**src/design/n2a_pkg.sv**
```systemverilog
// Shared types, format codes and the hex digit table for the number formatter.
// No dependencies; imported by every module of the block.
package n2a_pkg;

	localparam int NUM_W   = 64;
	localparam int CMD_W   = 2;
	localparam int CHAR_W  = 7;
	localparam int NIB_W   = 4;
	localparam int IDX_W   = 4;   // index of a digit, up to 16 digits
	localparam int BIN_W   = 32;  // width of the decimal source value
	localparam int DEC_DIG = 10;  // decimal digits of a 32-bit value
	localparam int BCD_W   = DEC_DIG * NIB_W;
	localparam int STEP_W  = 5;   // counts the BIN_W shift steps

	localparam logic [CMD_W-1:0] CMD_HEX8  = 2'd0;
	localparam logic [CMD_W-1:0] CMD_HEX32 = 2'd1;
	localparam logic [CMD_W-1:0] CMD_HEX64 = 2'd2;
	localparam logic [CMD_W-1:0] CMD_DEC32 = 2'd3;

	localparam logic [CHAR_W-1:0] ASCII_ZERO  = 7'h30;
	localparam logic [CHAR_W-1:0] ASCII_X     = 7'h78;
	localparam logic [CHAR_W-1:0] ASCII_ALPHA = 7'h37; // 'A' - 10

	// Work handed from the front to the back: digits, index of the
	// most significant digit to send, and whether "0x" goes first.
	typedef struct packed {
		logic             prefix;
		logic [IDX_W-1:0] top;
		logic [NUM_W-1:0] digits;
	} n2a_job_t;

	function automatic logic [CHAR_W-1:0] hex_char(input logic [NIB_W-1:0] nib);
		logic [CHAR_W-1:0] ext;
		ext = {3'b000, nib};
		return (nib > 4'd9) ? ext + ASCII_ALPHA : ext + ASCII_ZERO;
	endfunction

endpackage

```
**src/design/n2a_front.sv**
```systemverilog
// Front end: accepts a number and a format command, runs the binary to BCD
// conversion for decimal, and hands a digit job to the queue. Uses n2a_pkg.
module n2a_front
	import n2a_pkg::*;
(
	input  logic             clk,
	input  logic             arst_n,
	input  logic             in_valid,
	output logic             in_ready,
	input  logic [CMD_W-1:0] cmd,
	input  logic [NUM_W-1:0] number,
	output logic             job_valid,
	input  logic             job_ready,
	output n2a_job_t         job
);

	localparam logic [1:0] ST_IDLE = 2'd0;
	localparam logic [1:0] ST_CONV = 2'd1;
	localparam logic [1:0] ST_PUSH = 2'd2;

	logic [1:0]        state_q;
	logic [CMD_W-1:0]  cmd_q;
	logic [NUM_W-1:0]  val_q;
	logic [BCD_W-1:0]  bcd_q;
	logic [STEP_W-1:0] step_q;
	logic [BCD_W-1:0]  bcd_adj;
	logic [IDX_W-1:0]  dec_top;

	assign in_ready  = (state_q == ST_IDLE);
	assign job_valid = (state_q == ST_PUSH);

	// Add 3 to every BCD digit of 5 or more before the shift.
	always_comb begin
		for (int i = 0; i < DEC_DIG; i++) begin
			bcd_adj[i*NIB_W +: NIB_W] = (bcd_q[i*NIB_W +: NIB_W] >= 4'd5) ?
				bcd_q[i*NIB_W +: NIB_W] + 4'd3 : bcd_q[i*NIB_W +: NIB_W];
		end
	end

	// Highest nonzero decimal digit; zero still sends one digit.
	always_comb begin
		dec_top = '0;
		for (int i = 0; i < DEC_DIG; i++) begin
			if (bcd_q[i*NIB_W +: NIB_W] != '0)
				dec_top = IDX_W'(i);
		end
	end

	always_comb begin
		job = '0;
		unique case (cmd_q)
			CMD_HEX8: begin
				job.top    = IDX_W'(1);
				job.digits = val_q;
			end
			CMD_HEX32: begin
				job.prefix = 1'b1;
				job.top    = IDX_W'(7);
				job.digits = val_q;
			end
			CMD_HEX64: begin
				job.prefix = 1'b1;
				job.top    = IDX_W'(15);
				job.digits = val_q;
			end
			CMD_DEC32: begin
				job.top    = dec_top;
				job.digits = {{(NUM_W-BCD_W){1'b0}}, bcd_q};
			end
			default: job = '0;
		endcase
	end

	always_ff @(posedge clk or negedge arst_n) begin
		if (!arst_n) begin
			state_q <= ST_IDLE;
		end else begin
			unique case (state_q)
				ST_IDLE: if (in_valid) state_q <= (cmd == CMD_DEC32) ? ST_CONV : ST_PUSH;
				ST_CONV: if (step_q == STEP_W'(BIN_W-1)) state_q <= ST_PUSH;
				ST_PUSH: if (job_ready) state_q <= ST_IDLE;
				default: state_q <= ST_IDLE;
			endcase
		end
	end

	always_ff @(posedge clk) begin
		if (state_q == ST_IDLE && in_valid) begin
			cmd_q  <= cmd;
			step_q <= '0;
			bcd_q  <= '0;
			case (cmd)
				CMD_HEX8:  val_q <= {{(NUM_W-8){1'b0}}, number[7:0]};
				CMD_HEX64: val_q <= number;
				default:   val_q <= {{(NUM_W-BIN_W){1'b0}}, number[BIN_W-1:0]};
			endcase
		end else if (state_q == ST_CONV) begin
			// shift the binary value into the adjusted BCD register
			bcd_q  <= {bcd_adj[BCD_W-2:0], val_q[BIN_W-1]};
			val_q  <= {val_q[NUM_W-1:BIN_W], val_q[BIN_W-2:0], 1'b0};
			step_q <= step_q + STEP_W'(1);
		end
	end

endmodule

```
**src/design/n2a_queue.sv**
```systemverilog
// Two-entry job queue between the front and back ends.
// Uses n2a_pkg for the job type.
module n2a_queue
	import n2a_pkg::*;
(
	input  logic     clk,
	input  logic     arst_n,
	input  logic     wr_valid,
	output logic     wr_ready,
	input  n2a_job_t wr_job,
	output logic     rd_valid,
	input  logic     rd_ready,
	output n2a_job_t rd_job
);

	n2a_job_t   mem_q [2];
	logic       wr_ptr_q;
	logic       rd_ptr_q;
	logic [1:0] fill_q;
	logic       push;
	logic       pop;

	assign wr_ready = (fill_q != 2'd2);
	assign rd_valid = (fill_q != 2'd0);
	assign rd_job   = mem_q[rd_ptr_q];
	assign push     = wr_valid && wr_ready;
	assign pop      = rd_valid && rd_ready;

	always_ff @(posedge clk or negedge arst_n) begin
		if (!arst_n) begin
			wr_ptr_q <= 1'b0;
			rd_ptr_q <= 1'b0;
			fill_q   <= 2'd0;
		end else begin
			if (push) wr_ptr_q <= ~wr_ptr_q;
			if (pop)  rd_ptr_q <= ~rd_ptr_q;
			case ({push, pop})
				2'b10:   fill_q <= fill_q + 2'd1;
				2'b01:   fill_q <= fill_q - 2'd1;
				default: fill_q <= fill_q;
			endcase
		end
	end

	always_ff @(posedge clk) begin
		if (push) mem_q[wr_ptr_q] <= wr_job;
	end

endmodule

```
**src/design/n2a_back.sv**
```systemverilog
// Back end: takes a digit job from the queue and sends its characters, prefix
// first, through a registered output. Uses n2a_pkg.
module n2a_back
	import n2a_pkg::*;
(
	input  logic              clk,
	input  logic              arst_n,
	input  logic              job_valid,
	output logic              job_ready,
	input  n2a_job_t          job,
	output logic              out_valid,
	input  logic              out_ready,
	output logic [CHAR_W-1:0] character,
	output logic              last
);

	logic              busy_q;
	logic [1:0]        pre_q;   // prefix characters still to send
	logic [IDX_W-1:0]  idx_q;
	logic [NUM_W-1:0]  digits_q;
	logic              out_valid_q;
	logic [CHAR_W-1:0] char_q;
	logic              last_q;
	logic              slot_free;
	logic              emit;
	logic [NIB_W-1:0]  nib;
	logic [CHAR_W-1:0] next_char;
	logic              next_last;

	assign slot_free = !out_valid_q || out_ready;
	assign emit      = busy_q && slot_free;
	assign job_ready = !busy_q;
	assign out_valid = out_valid_q;
	assign character = char_q;
	assign last      = last_q;

	assign nib = NIB_W'(digits_q >> {idx_q, 2'b00});

	always_comb begin
		case (pre_q)
			2'd2:    next_char = ASCII_ZERO;
			2'd1:    next_char = ASCII_X;
			default: next_char = hex_char(nib);
		endcase
		next_last = (pre_q == 2'd0) && (idx_q == '0);
	end

	always_ff @(posedge clk or negedge arst_n) begin
		if (!arst_n) begin
			busy_q      <= 1'b0;
			out_valid_q <= 1'b0;
		end else begin
			if (!busy_q && job_valid)
				busy_q <= 1'b1;
			else if (emit && next_last)
				busy_q <= 1'b0;
			if (emit)
				out_valid_q <= 1'b1;
			else if (out_ready)
				out_valid_q <= 1'b0;
		end
	end

	always_ff @(posedge clk) begin
		if (!busy_q && job_valid) begin
			pre_q    <= job.prefix ? 2'd2 : 2'd0;
			idx_q    <= job.top;
			digits_q <= job.digits;
		end else if (emit) begin
			// advance through the prefix, then down the digits
			if (pre_q != 2'd0)
				pre_q <= pre_q - 2'd1;
			else if (idx_q != '0)
				idx_q <= idx_q - IDX_W'(1);
		end
		if (emit) begin
			char_q <= next_char;
			last_q <= next_last;
		end
	end

endmodule

```
**src/design/number_to_ascii_formatter.sv**
```systemverilog
// Formats an unsigned number as ASCII characters, most significant first, with
// last set on the final one: hex8 sends 2 characters, hex32 "0x" and 8 digits,
// hex64 "0x" and 16 digits, decimal 1 to 10 digits with no leading zeros. The
// back end sends one character per cycle while the sink is ready, and goes
// idle while it loads each number from the queue. A hex number goes from idle
// straight to the push state in the front end; a decimal number first runs
// through the 32-step shift-and-add-3 BCD converter. A two-entry queue lets the
// front end convert the next number while the back end is still sending.
// Uses n2a_pkg, n2a_front, n2a_queue and n2a_back.
module number_to_ascii_formatter
	import n2a_pkg::*;
(
	input  logic              clk,
	input  logic              arst_n,
	input  logic              in_valid,
	output logic              in_ready,
	input  logic [CMD_W-1:0]  cmd,
	input  logic [NUM_W-1:0]  number,
	output logic              out_valid,
	input  logic              out_ready,
	output logic [CHAR_W-1:0] character,
	output logic              last
);

	n2a_job_t fr_job;
	n2a_job_t bk_job;
	logic     fr_valid;
	logic     fr_ready;
	logic     bk_valid;
	logic     bk_ready;

	n2a_front u_front (
		.clk       (clk),
		.arst_n    (arst_n),
		.in_valid  (in_valid),
		.in_ready  (in_ready),
		.cmd       (cmd),
		.number    (number),
		.job_valid (fr_valid),
		.job_ready (fr_ready),
		.job       (fr_job)
	);

	n2a_queue u_queue (
		.clk      (clk),
		.arst_n   (arst_n),
		.wr_valid (fr_valid),
		.wr_ready (fr_ready),
		.wr_job   (fr_job),
		.rd_valid (bk_valid),
		.rd_ready (bk_ready),
		.rd_job   (bk_job)
	);

	n2a_back u_back (
		.clk       (clk),
		.arst_n    (arst_n),
		.job_valid (bk_valid),
		.job_ready (bk_ready),
		.job       (bk_job),
		.out_valid (out_valid),
		.out_ready (out_ready),
		.character (character),
		.last      (last)
	);

endmodule

```
**config.mk**
```make
export PLATFORM = sky130hd
export DESIGN_NAME = number_to_ascii_formatter
export DESIGN_NICKNAME = d
export VERILOG_FILES = /design/src/design/n2a_pkg.sv /design/src/design/n2a_front.sv /design/src/design/n2a_queue.sv /design/src/design/n2a_back.sv /design/src/design/number_to_ascii_formatter.sv
export SDC_FILE = /design/constraint.sdc
export NUM_CORES = 1
export LEC_CHECK = 0
export ABC_AREA = 1
export ABC_CLOCK_PERIOD_IN_PS = 5200
export BUFFER_PORTS_ARGS = -buffer_cell sky130_fd_sc_hd__buf_4
export CORE_MARGIN = 4
export CORE_UTILIZATION = 61
export CTS_CLUSTER_SIZE = 12
export DETAILED_ROUTE_END_ITERATION = 8
export PLACE_DENSITY_LB_ADDON = 0.05
export SETUP_SLACK_MARGIN = 0.1
export SYNTH_ARGS = -nofsm -noshare
export SYNTH_HDL_FRONTEND = slang
export SYNTH_SLANG_ARGS = --single-unit
```
**constraint.sdc**
```tcl
create_clock -name clk -period 5.2 [get_ports clk]
set_input_delay 0.26 -clock clk [delete_from_list [all_inputs] [get_ports clk]]
set_output_delay 0.26 -clock clk [all_outputs]
set_load 0.005 [all_outputs]
```
# Word-level counts from Yosys, hierarchy flattened
# Memories as Yosys holds them, arrays and structs flattened.
# Cells that the tools add are included.
[classes]
add_sub_neg = 17
order_cmp = 11
n_eq_ne = 17
n_shift = 1
muxes = 46
bitwise_logic = 2
reduce_logical = 37
[ops]
columns = ["op", "count"]
rows = [
  ["68-bit case mux with 4 select lines", 1],
  ["64-bit case mux with 2 select lines", 1],
  ["64-bit 2-to-1 mux", 1],
  ["64-bit by 6-bit right shift with 4-bit output", 1],
  ["4-bit 2-to-1 mux", 15],
  ["4-bit by 3-bit >= comparator with 1-bit output (second input constant)", 10],
  ["4-bit nonzero test", 10],
  ["4-bit by 2-bit adder with 4-bit output (second input constant)", 9],
  ["32-bit 2-to-1 mux", 1],
  ["2-bit 2-to-1 mux", 10],
  ["2-bit nonzero test", 9],
  ["3-bit 2-to-1 mux", 5],
  ["4-bit by 6-bit adder with 7-bit output (second input constant)", 2],
  ["2-bit == test (second input constant)", 7],
  ["7-bit case mux with 2 select lines", 1],
  ["2-bit by 1-bit == test with 1-bit output (second input constant)", 4],
  ["2-bit logical NOT", 4],
  ["1-bit 2-to-1 mux", 8],
  ["2-bit inequality test (second input constant)", 4],
  ["7-bit 2-to-1 mux", 1],
  ["1-bit logical AND", 6],
  ["2-bit case mux with 3 select lines", 1],
  ["3-bit AND reduction", 2],
  ["5-bit by 1-bit adder with 5-bit output (second input constant)", 1],
  ["other kinds (14)", 17],
]
[word_totals]
regBits = 197
ram_bits = 138
in_bits = 70
output_inout_bits = 10
mem_count = 1
[mem_list]
columns = ["name", "words", "width", "rd", "rd_ports_with_merged_regs", "wr", "line", "rtl"]
rows = [
  ["u_queue.mem_q", 2, 69, 1, 0, 1, "n2a_queue.sv:16", "n2a_job_t mem_q [2];"],
]

# Logic depth before layout (Yosys ltp)
[depth]
word_depth = 11
ltp_mapped = 17

# Hierarchy
# From an unflattened synthesis, not the netlist that was laid out.
[hier_totals]
hier_cells = 1425
hier_area_um2 = 14904.3
[by_module_without_submodules]
columns = ["module", "n_inst", "cells_per_inst", "area_per_inst_um2", "seq_area_each_um2"]
rows = [
  ["n2a_front", 1, 725, 6143.4, 2932.8],
  ["n2a_queue", 1, 390, 5256.3, 4244.1],
  ["n2a_back", 1, 310, 3504.6, 2392.3],
]

# Worst setup path before layout
# No wires, ideal clock.
[synth_path]
path_kind = "register to register"
startpoint = "reg u_queue.fill_q[1]"
endpoint = "mem u_queue.mem_q[0][0] (netlist name), enable pin"
arrival_ns = 3.537
path_slack_ns = 1.167
path_stages_with_launch = 4
n_path_buf = 0
path_cell_list = "dfrtp_1 > inv_1 > o211ai_1 > nor2_1"
[synth_via]
elab_chain_cells = 4
[synth_rtl]
columns = ["item", "line", "rtl"]
rows = [
  ["start: declaration", "n2a_queue.sv:19", "logic [1:0] fill_q;"],
  ["start signal: assignment", "n2a_queue.sv:38", "2'b10: fill_q <= fill_q + 2'd1;"],
  ["start signal: assignment", "n2a_queue.sv:39", "2'b01: fill_q <= fill_q - 2'd1;"],
  ["start signal: assignment", "n2a_queue.sv:40", "default: fill_q <= fill_q;"],
  ["2-bit inequality test", "n2a_queue.sv:23", "assign wr_ready = (fill_q != 2'd2);"],
  ["1-bit logical AND", "n2a_queue.sv:26", "assign push = wr_valid && wr_ready;"],
  ["1-bit 2-to-1 mux", "n2a_queue.sv:46", "if (push) mem_q[wr_ptr_q] <= wr_job;"],
  ["1-bit 2-to-1 mux (not written as such)", "n2a_queue.sv:46", ""],
  ["end: declaration", "n2a_queue.sv:16", ""],
]
# No other way between the ends.

# Final worst setup path
[layout_path]
startpoint = "reg u_front.state_q[1]"
endpoint = "reg u_front.val_q[13], enable pin"
[layout_via]
elab_chain_cells = 3
[layout_rtl]
columns = ["item", "line", "rtl"]
rows = [
  ["start: declaration", "n2a_front.sv:21", "logic [1:0] state_q;"],
  ["start signal: assignment", "n2a_front.sv:79", "ST_IDLE: if (in_valid) state_q <= (cmd == CMD_DEC32) ? ST_CONV : ST_PUSH;"],
  ["2-bit logical NOT", "n2a_front.sv:88", "if (state_q == ST_IDLE && in_valid) begin"],
  ["1-bit logical AND", "n2a_front.sv:88", ""],
  ["2-bit nonzero test (no source line) (*)", "--", ""],
  ["end signal: assignment", "n2a_front.sv:93", "CMD_HEX8: val_q <= {{(NUM_W-8){1'b0}}, number[7:0]};"],
  ["end signal: assignment", "n2a_front.sv:94", "CMD_HEX64: val_q <= number;"],
  ["end signal: assignment", "n2a_front.sv:95", "default: val_q <= {{(NUM_W-BIN_W){1'b0}}, number[BIN_W-1:0]};"],
  ["end: declaration", "n2a_front.sv:23", "logic [NUM_W-1:0] val_q;"],
]
# Mark *: on every way between the ends. The rest lies on a longest branch, timed or not.
# A chain may end at the register's enable or synchronous reset.

==> run metrics <==
CP Max Fanout=35; Post CTS Setup Buffer Count=0; crit-path most repeated cell=buf_4; Max Slew Vio Count=0; Flop pwr share=approximately half; worst-path cell chain=nor2_2, buf_4, clkinv_1, nand2_2, buf_4; Power Density=501.6 nW/um^2; main area contributors after synthesis=edfxtp_1 59%, nand2_1 9.0%, dfxtp_1 6.2%; required time worst endpoint=5.36 ns; delay of the slowest critical-path stage=about 0.80 ns; Hold WC Path Type=input port to flip-flop; Rows=between 50 and 60; clk root buf=clkbuf_16; worst slew pin tran=between 1 and 1.5 ns; crit path kind=flip-flop to flip-flop; final hold vios=0; Initial Util=61.82%; Clock Pin Slew Worst Setup and Hold Paths=about 0.060 ns; leak pwr=approximately 6.5 nW; total number of vias=about 9700; Core ar.=roughly 23000 sq um; clock tree sinks=335; largest net degree at the start of global routing=between 80 and 90; Overflow after GRT=0; Die ar.=between 20000 and 30000 sq um; cts bufs inserted=36; vias in the first global route=about 8900; Cells after DPL=about 1700; gr usage total=approximately 23%; final setup violation count=0; Clk Latency, worst-skew pair=0.51 ns; Nets=1551; via/cell ratio=about 5.4; n_diodes=0; Placer Congestion=about 0.85; Internal=5.699 mW; Net Count, Synth=between 1000 and 1500; VDD IR max=0.3575 mV; share of the synthesized area in the top cell type=about 59%; Critical Path Source Type=flip-flop; combinational share of power=23.4%; IO Port Bufs=between 70 and 80; number of remaining DRC errors=0; # fillers=1732; P&R area growth vs syn=13.50%; initial antenna violation count=0; Bufs on Longest Clock Path=3; synthesized cell area=14470 sq um; Initial DRC Count=around 840; Ys Warns=0; Yosys top cell by area=edfxtp_1; commonest non-fill, non-tap cells in the layout=346 x nand2_1, 282 x edfxtp_1, 145 x inv_1; drt wl/cell=16.54 microns; I/O Pins=80; WL final=29.50 mm; Cells after Synth=approximately 1400; Sw Ratio=30.80%; Clock power frac=approximately 28%; Final HPWL DP=19.43 mm; setup_tns=0 ns; chip width=between 150 and 200 microns; fin crit share=64.15%; register area share after synthesis=between 60% and 70%; min Tclk post-route=between 3 and 4 ns; Slew Limit Headroom=between 30% and 40%; most common cell after layout, fill and taps aside=nand2_1; Mean Syn Cell Area=~11 sq um; outcome=complete, no violations; Die Ht=around 160 microns; drt pass-1 iters=5; Netlist cell types=34; H-Tree Depth=2; crit end category=flip-flop; register bit total from synthesis=between 300 and 400; clock skew=0.01430 ns; Layout Cells excl Fill=about 1800; RSZ-0062 raised after global routing=false; post_cts resized=0; first-pass GRT wire length=approximately 47 mm; CP max stage cell=nand2_2; layout cells sized above 1=between 10% and 20%; f_max=299.8 MHz; DRT antenna net count=0; Max-Cap Viols=0; switching power total=approximately 2.5 mW; crit path DAT=between 3 and 4 ns; CTS tree=done
[logic make-up after synthesis]
kind of cell,count (synthesis),share of synthesized area (%)
DFF,335,66.15
xor gates and xnor gates,14,0.8476
AOI/OAI and AO/OA,250,9.618
adders and majority gates,38,3.287
and+or+nand+nor,522,14.45
buffers and inverters,211,5.648
[worst max-delay path: cells and delay by family, from the launching register on]
family / cells / cell delay, ns
and+or+nand+nor: 2 / 0.91
buffers and inverters: 3 / 1.62
DFF: 1 / 0.41
[timing repair]
item	CTS	global route
endpoints found under the setup margin	0	0
hold buffers	4	0
endpoints found under the hold margin	11	0
[power by group through the flow]
stage                     sequential (mW)  combinational (mW)  clock (mW)
after floorplan                      4.03                1.32           0
after global placement               4.05                1.91           0
after detailed placement             4.07                1.96           0
after CTS                            4.02                1.96        2.34
after global routing                 4.07                2.20        2.46
final                                4.01                1.93        2.29
[state kept, by name (all words and copies together), names as in the netlist, 2 cells and up]
register	count
u_back.character	7
u_back.digits_q	64
u_back.idx_q	4
u_back.pre_q	2
u_front.bcd_q	40
u_front.cmd_q	2
u_front.state_q	2
u_front.step_q	5
u_front.val_q	64
u_queue.fill_q	2
u_queue.mem_q	138
[cell type report]
type	instances	area, sq um	share of cell area (%)
Multi-Input combinational cell	824	4115	25.06
Inverter	151	569.3	3.467
Tap cell	319	399.1	2.431
Clock buffer	49	970.9	5.913
Timing Repair Buffer	95	723.2	4.404
Clock inverter	10	71.32	0.4344
Sequential cell	335	9570	58.29
[stage by stage]
| stage | worst slack (ns) | total power, mW | util [%] | hold WS [ns] | instance area [sq um] |
|---|---|---|---|---|---|
| after floorplan | 1.167 | 5.356 | - | -0.03559 | 14470 |
| after detailed placement | 1.865 | 6.026 | 65.54 | 0.08865 | 15340 |
| after CTS | 1.859 | 8.324 | 70.16 | 0.01689 | 16420 |
| after global routing | 1.642 | 8.720 | 70.16 | 0.03327 | 16420 |
| final | 1.864 | 8.236 | 70.16 | 0.03657 | 16420 |
| after global placement | 1.953 | 5.957 | 65.54 | 0.08598 | 15340 |
[synth_stat cells]
cell type	n
o32ai_1	8
clkbuf_1	43
inv_4	1
a31oi_1	10
buf_4	2
nand3_2	1
nor3_1	3
o22ai_1	49
nand2_1	347
o21ai_0	114
a32oi_1	1
nor3_2	1
a21oi_1	50
dfrtp_1	8
edfxtp_1	282
o211ai_1	13
inv_1	146
clkinv_1	1
o21ai_1	5
inv_2	3
nor2_1	106
or2_2	7
nand3b_1	1
buf_1	3
nor2_4	3
nand3_1	49
xor2_1	12
xnor2_1	2
buf_2	12
nand4_1	2
nor2_2	1
ha_1	38
dfxtp_1	45
nand2_2	1
[worst paths after layout]
kind,startpoint,to,slack [ns],cells after the start
max,u_front.state_q[1],u_front.val_q[13],1.86,5
min in group asynchronous,arst_n,u_back.busy_q,0.11,2
min reg2reg,u_front.step_q[4],u_front.step_q[4],0.47,2
max in group asynchronous,arst_n,u_queue.rd_ptr_q,4.94,2
max reg2reg,u_front.state_q[1],u_front.val_q[13],1.86,5
min,number[7],u_front.val_q[7],0.04,3
[layer usage]
metal  part of all wire, %  wire [microns]  GRT usage [%]
met3                   6.3            1864          3.578
met5                     0               0              0
met1                    46           13510          34.40
met2                    45           13180          34.23
met4                   3.2             939          7.882
(Power assumes the default switching activity.)
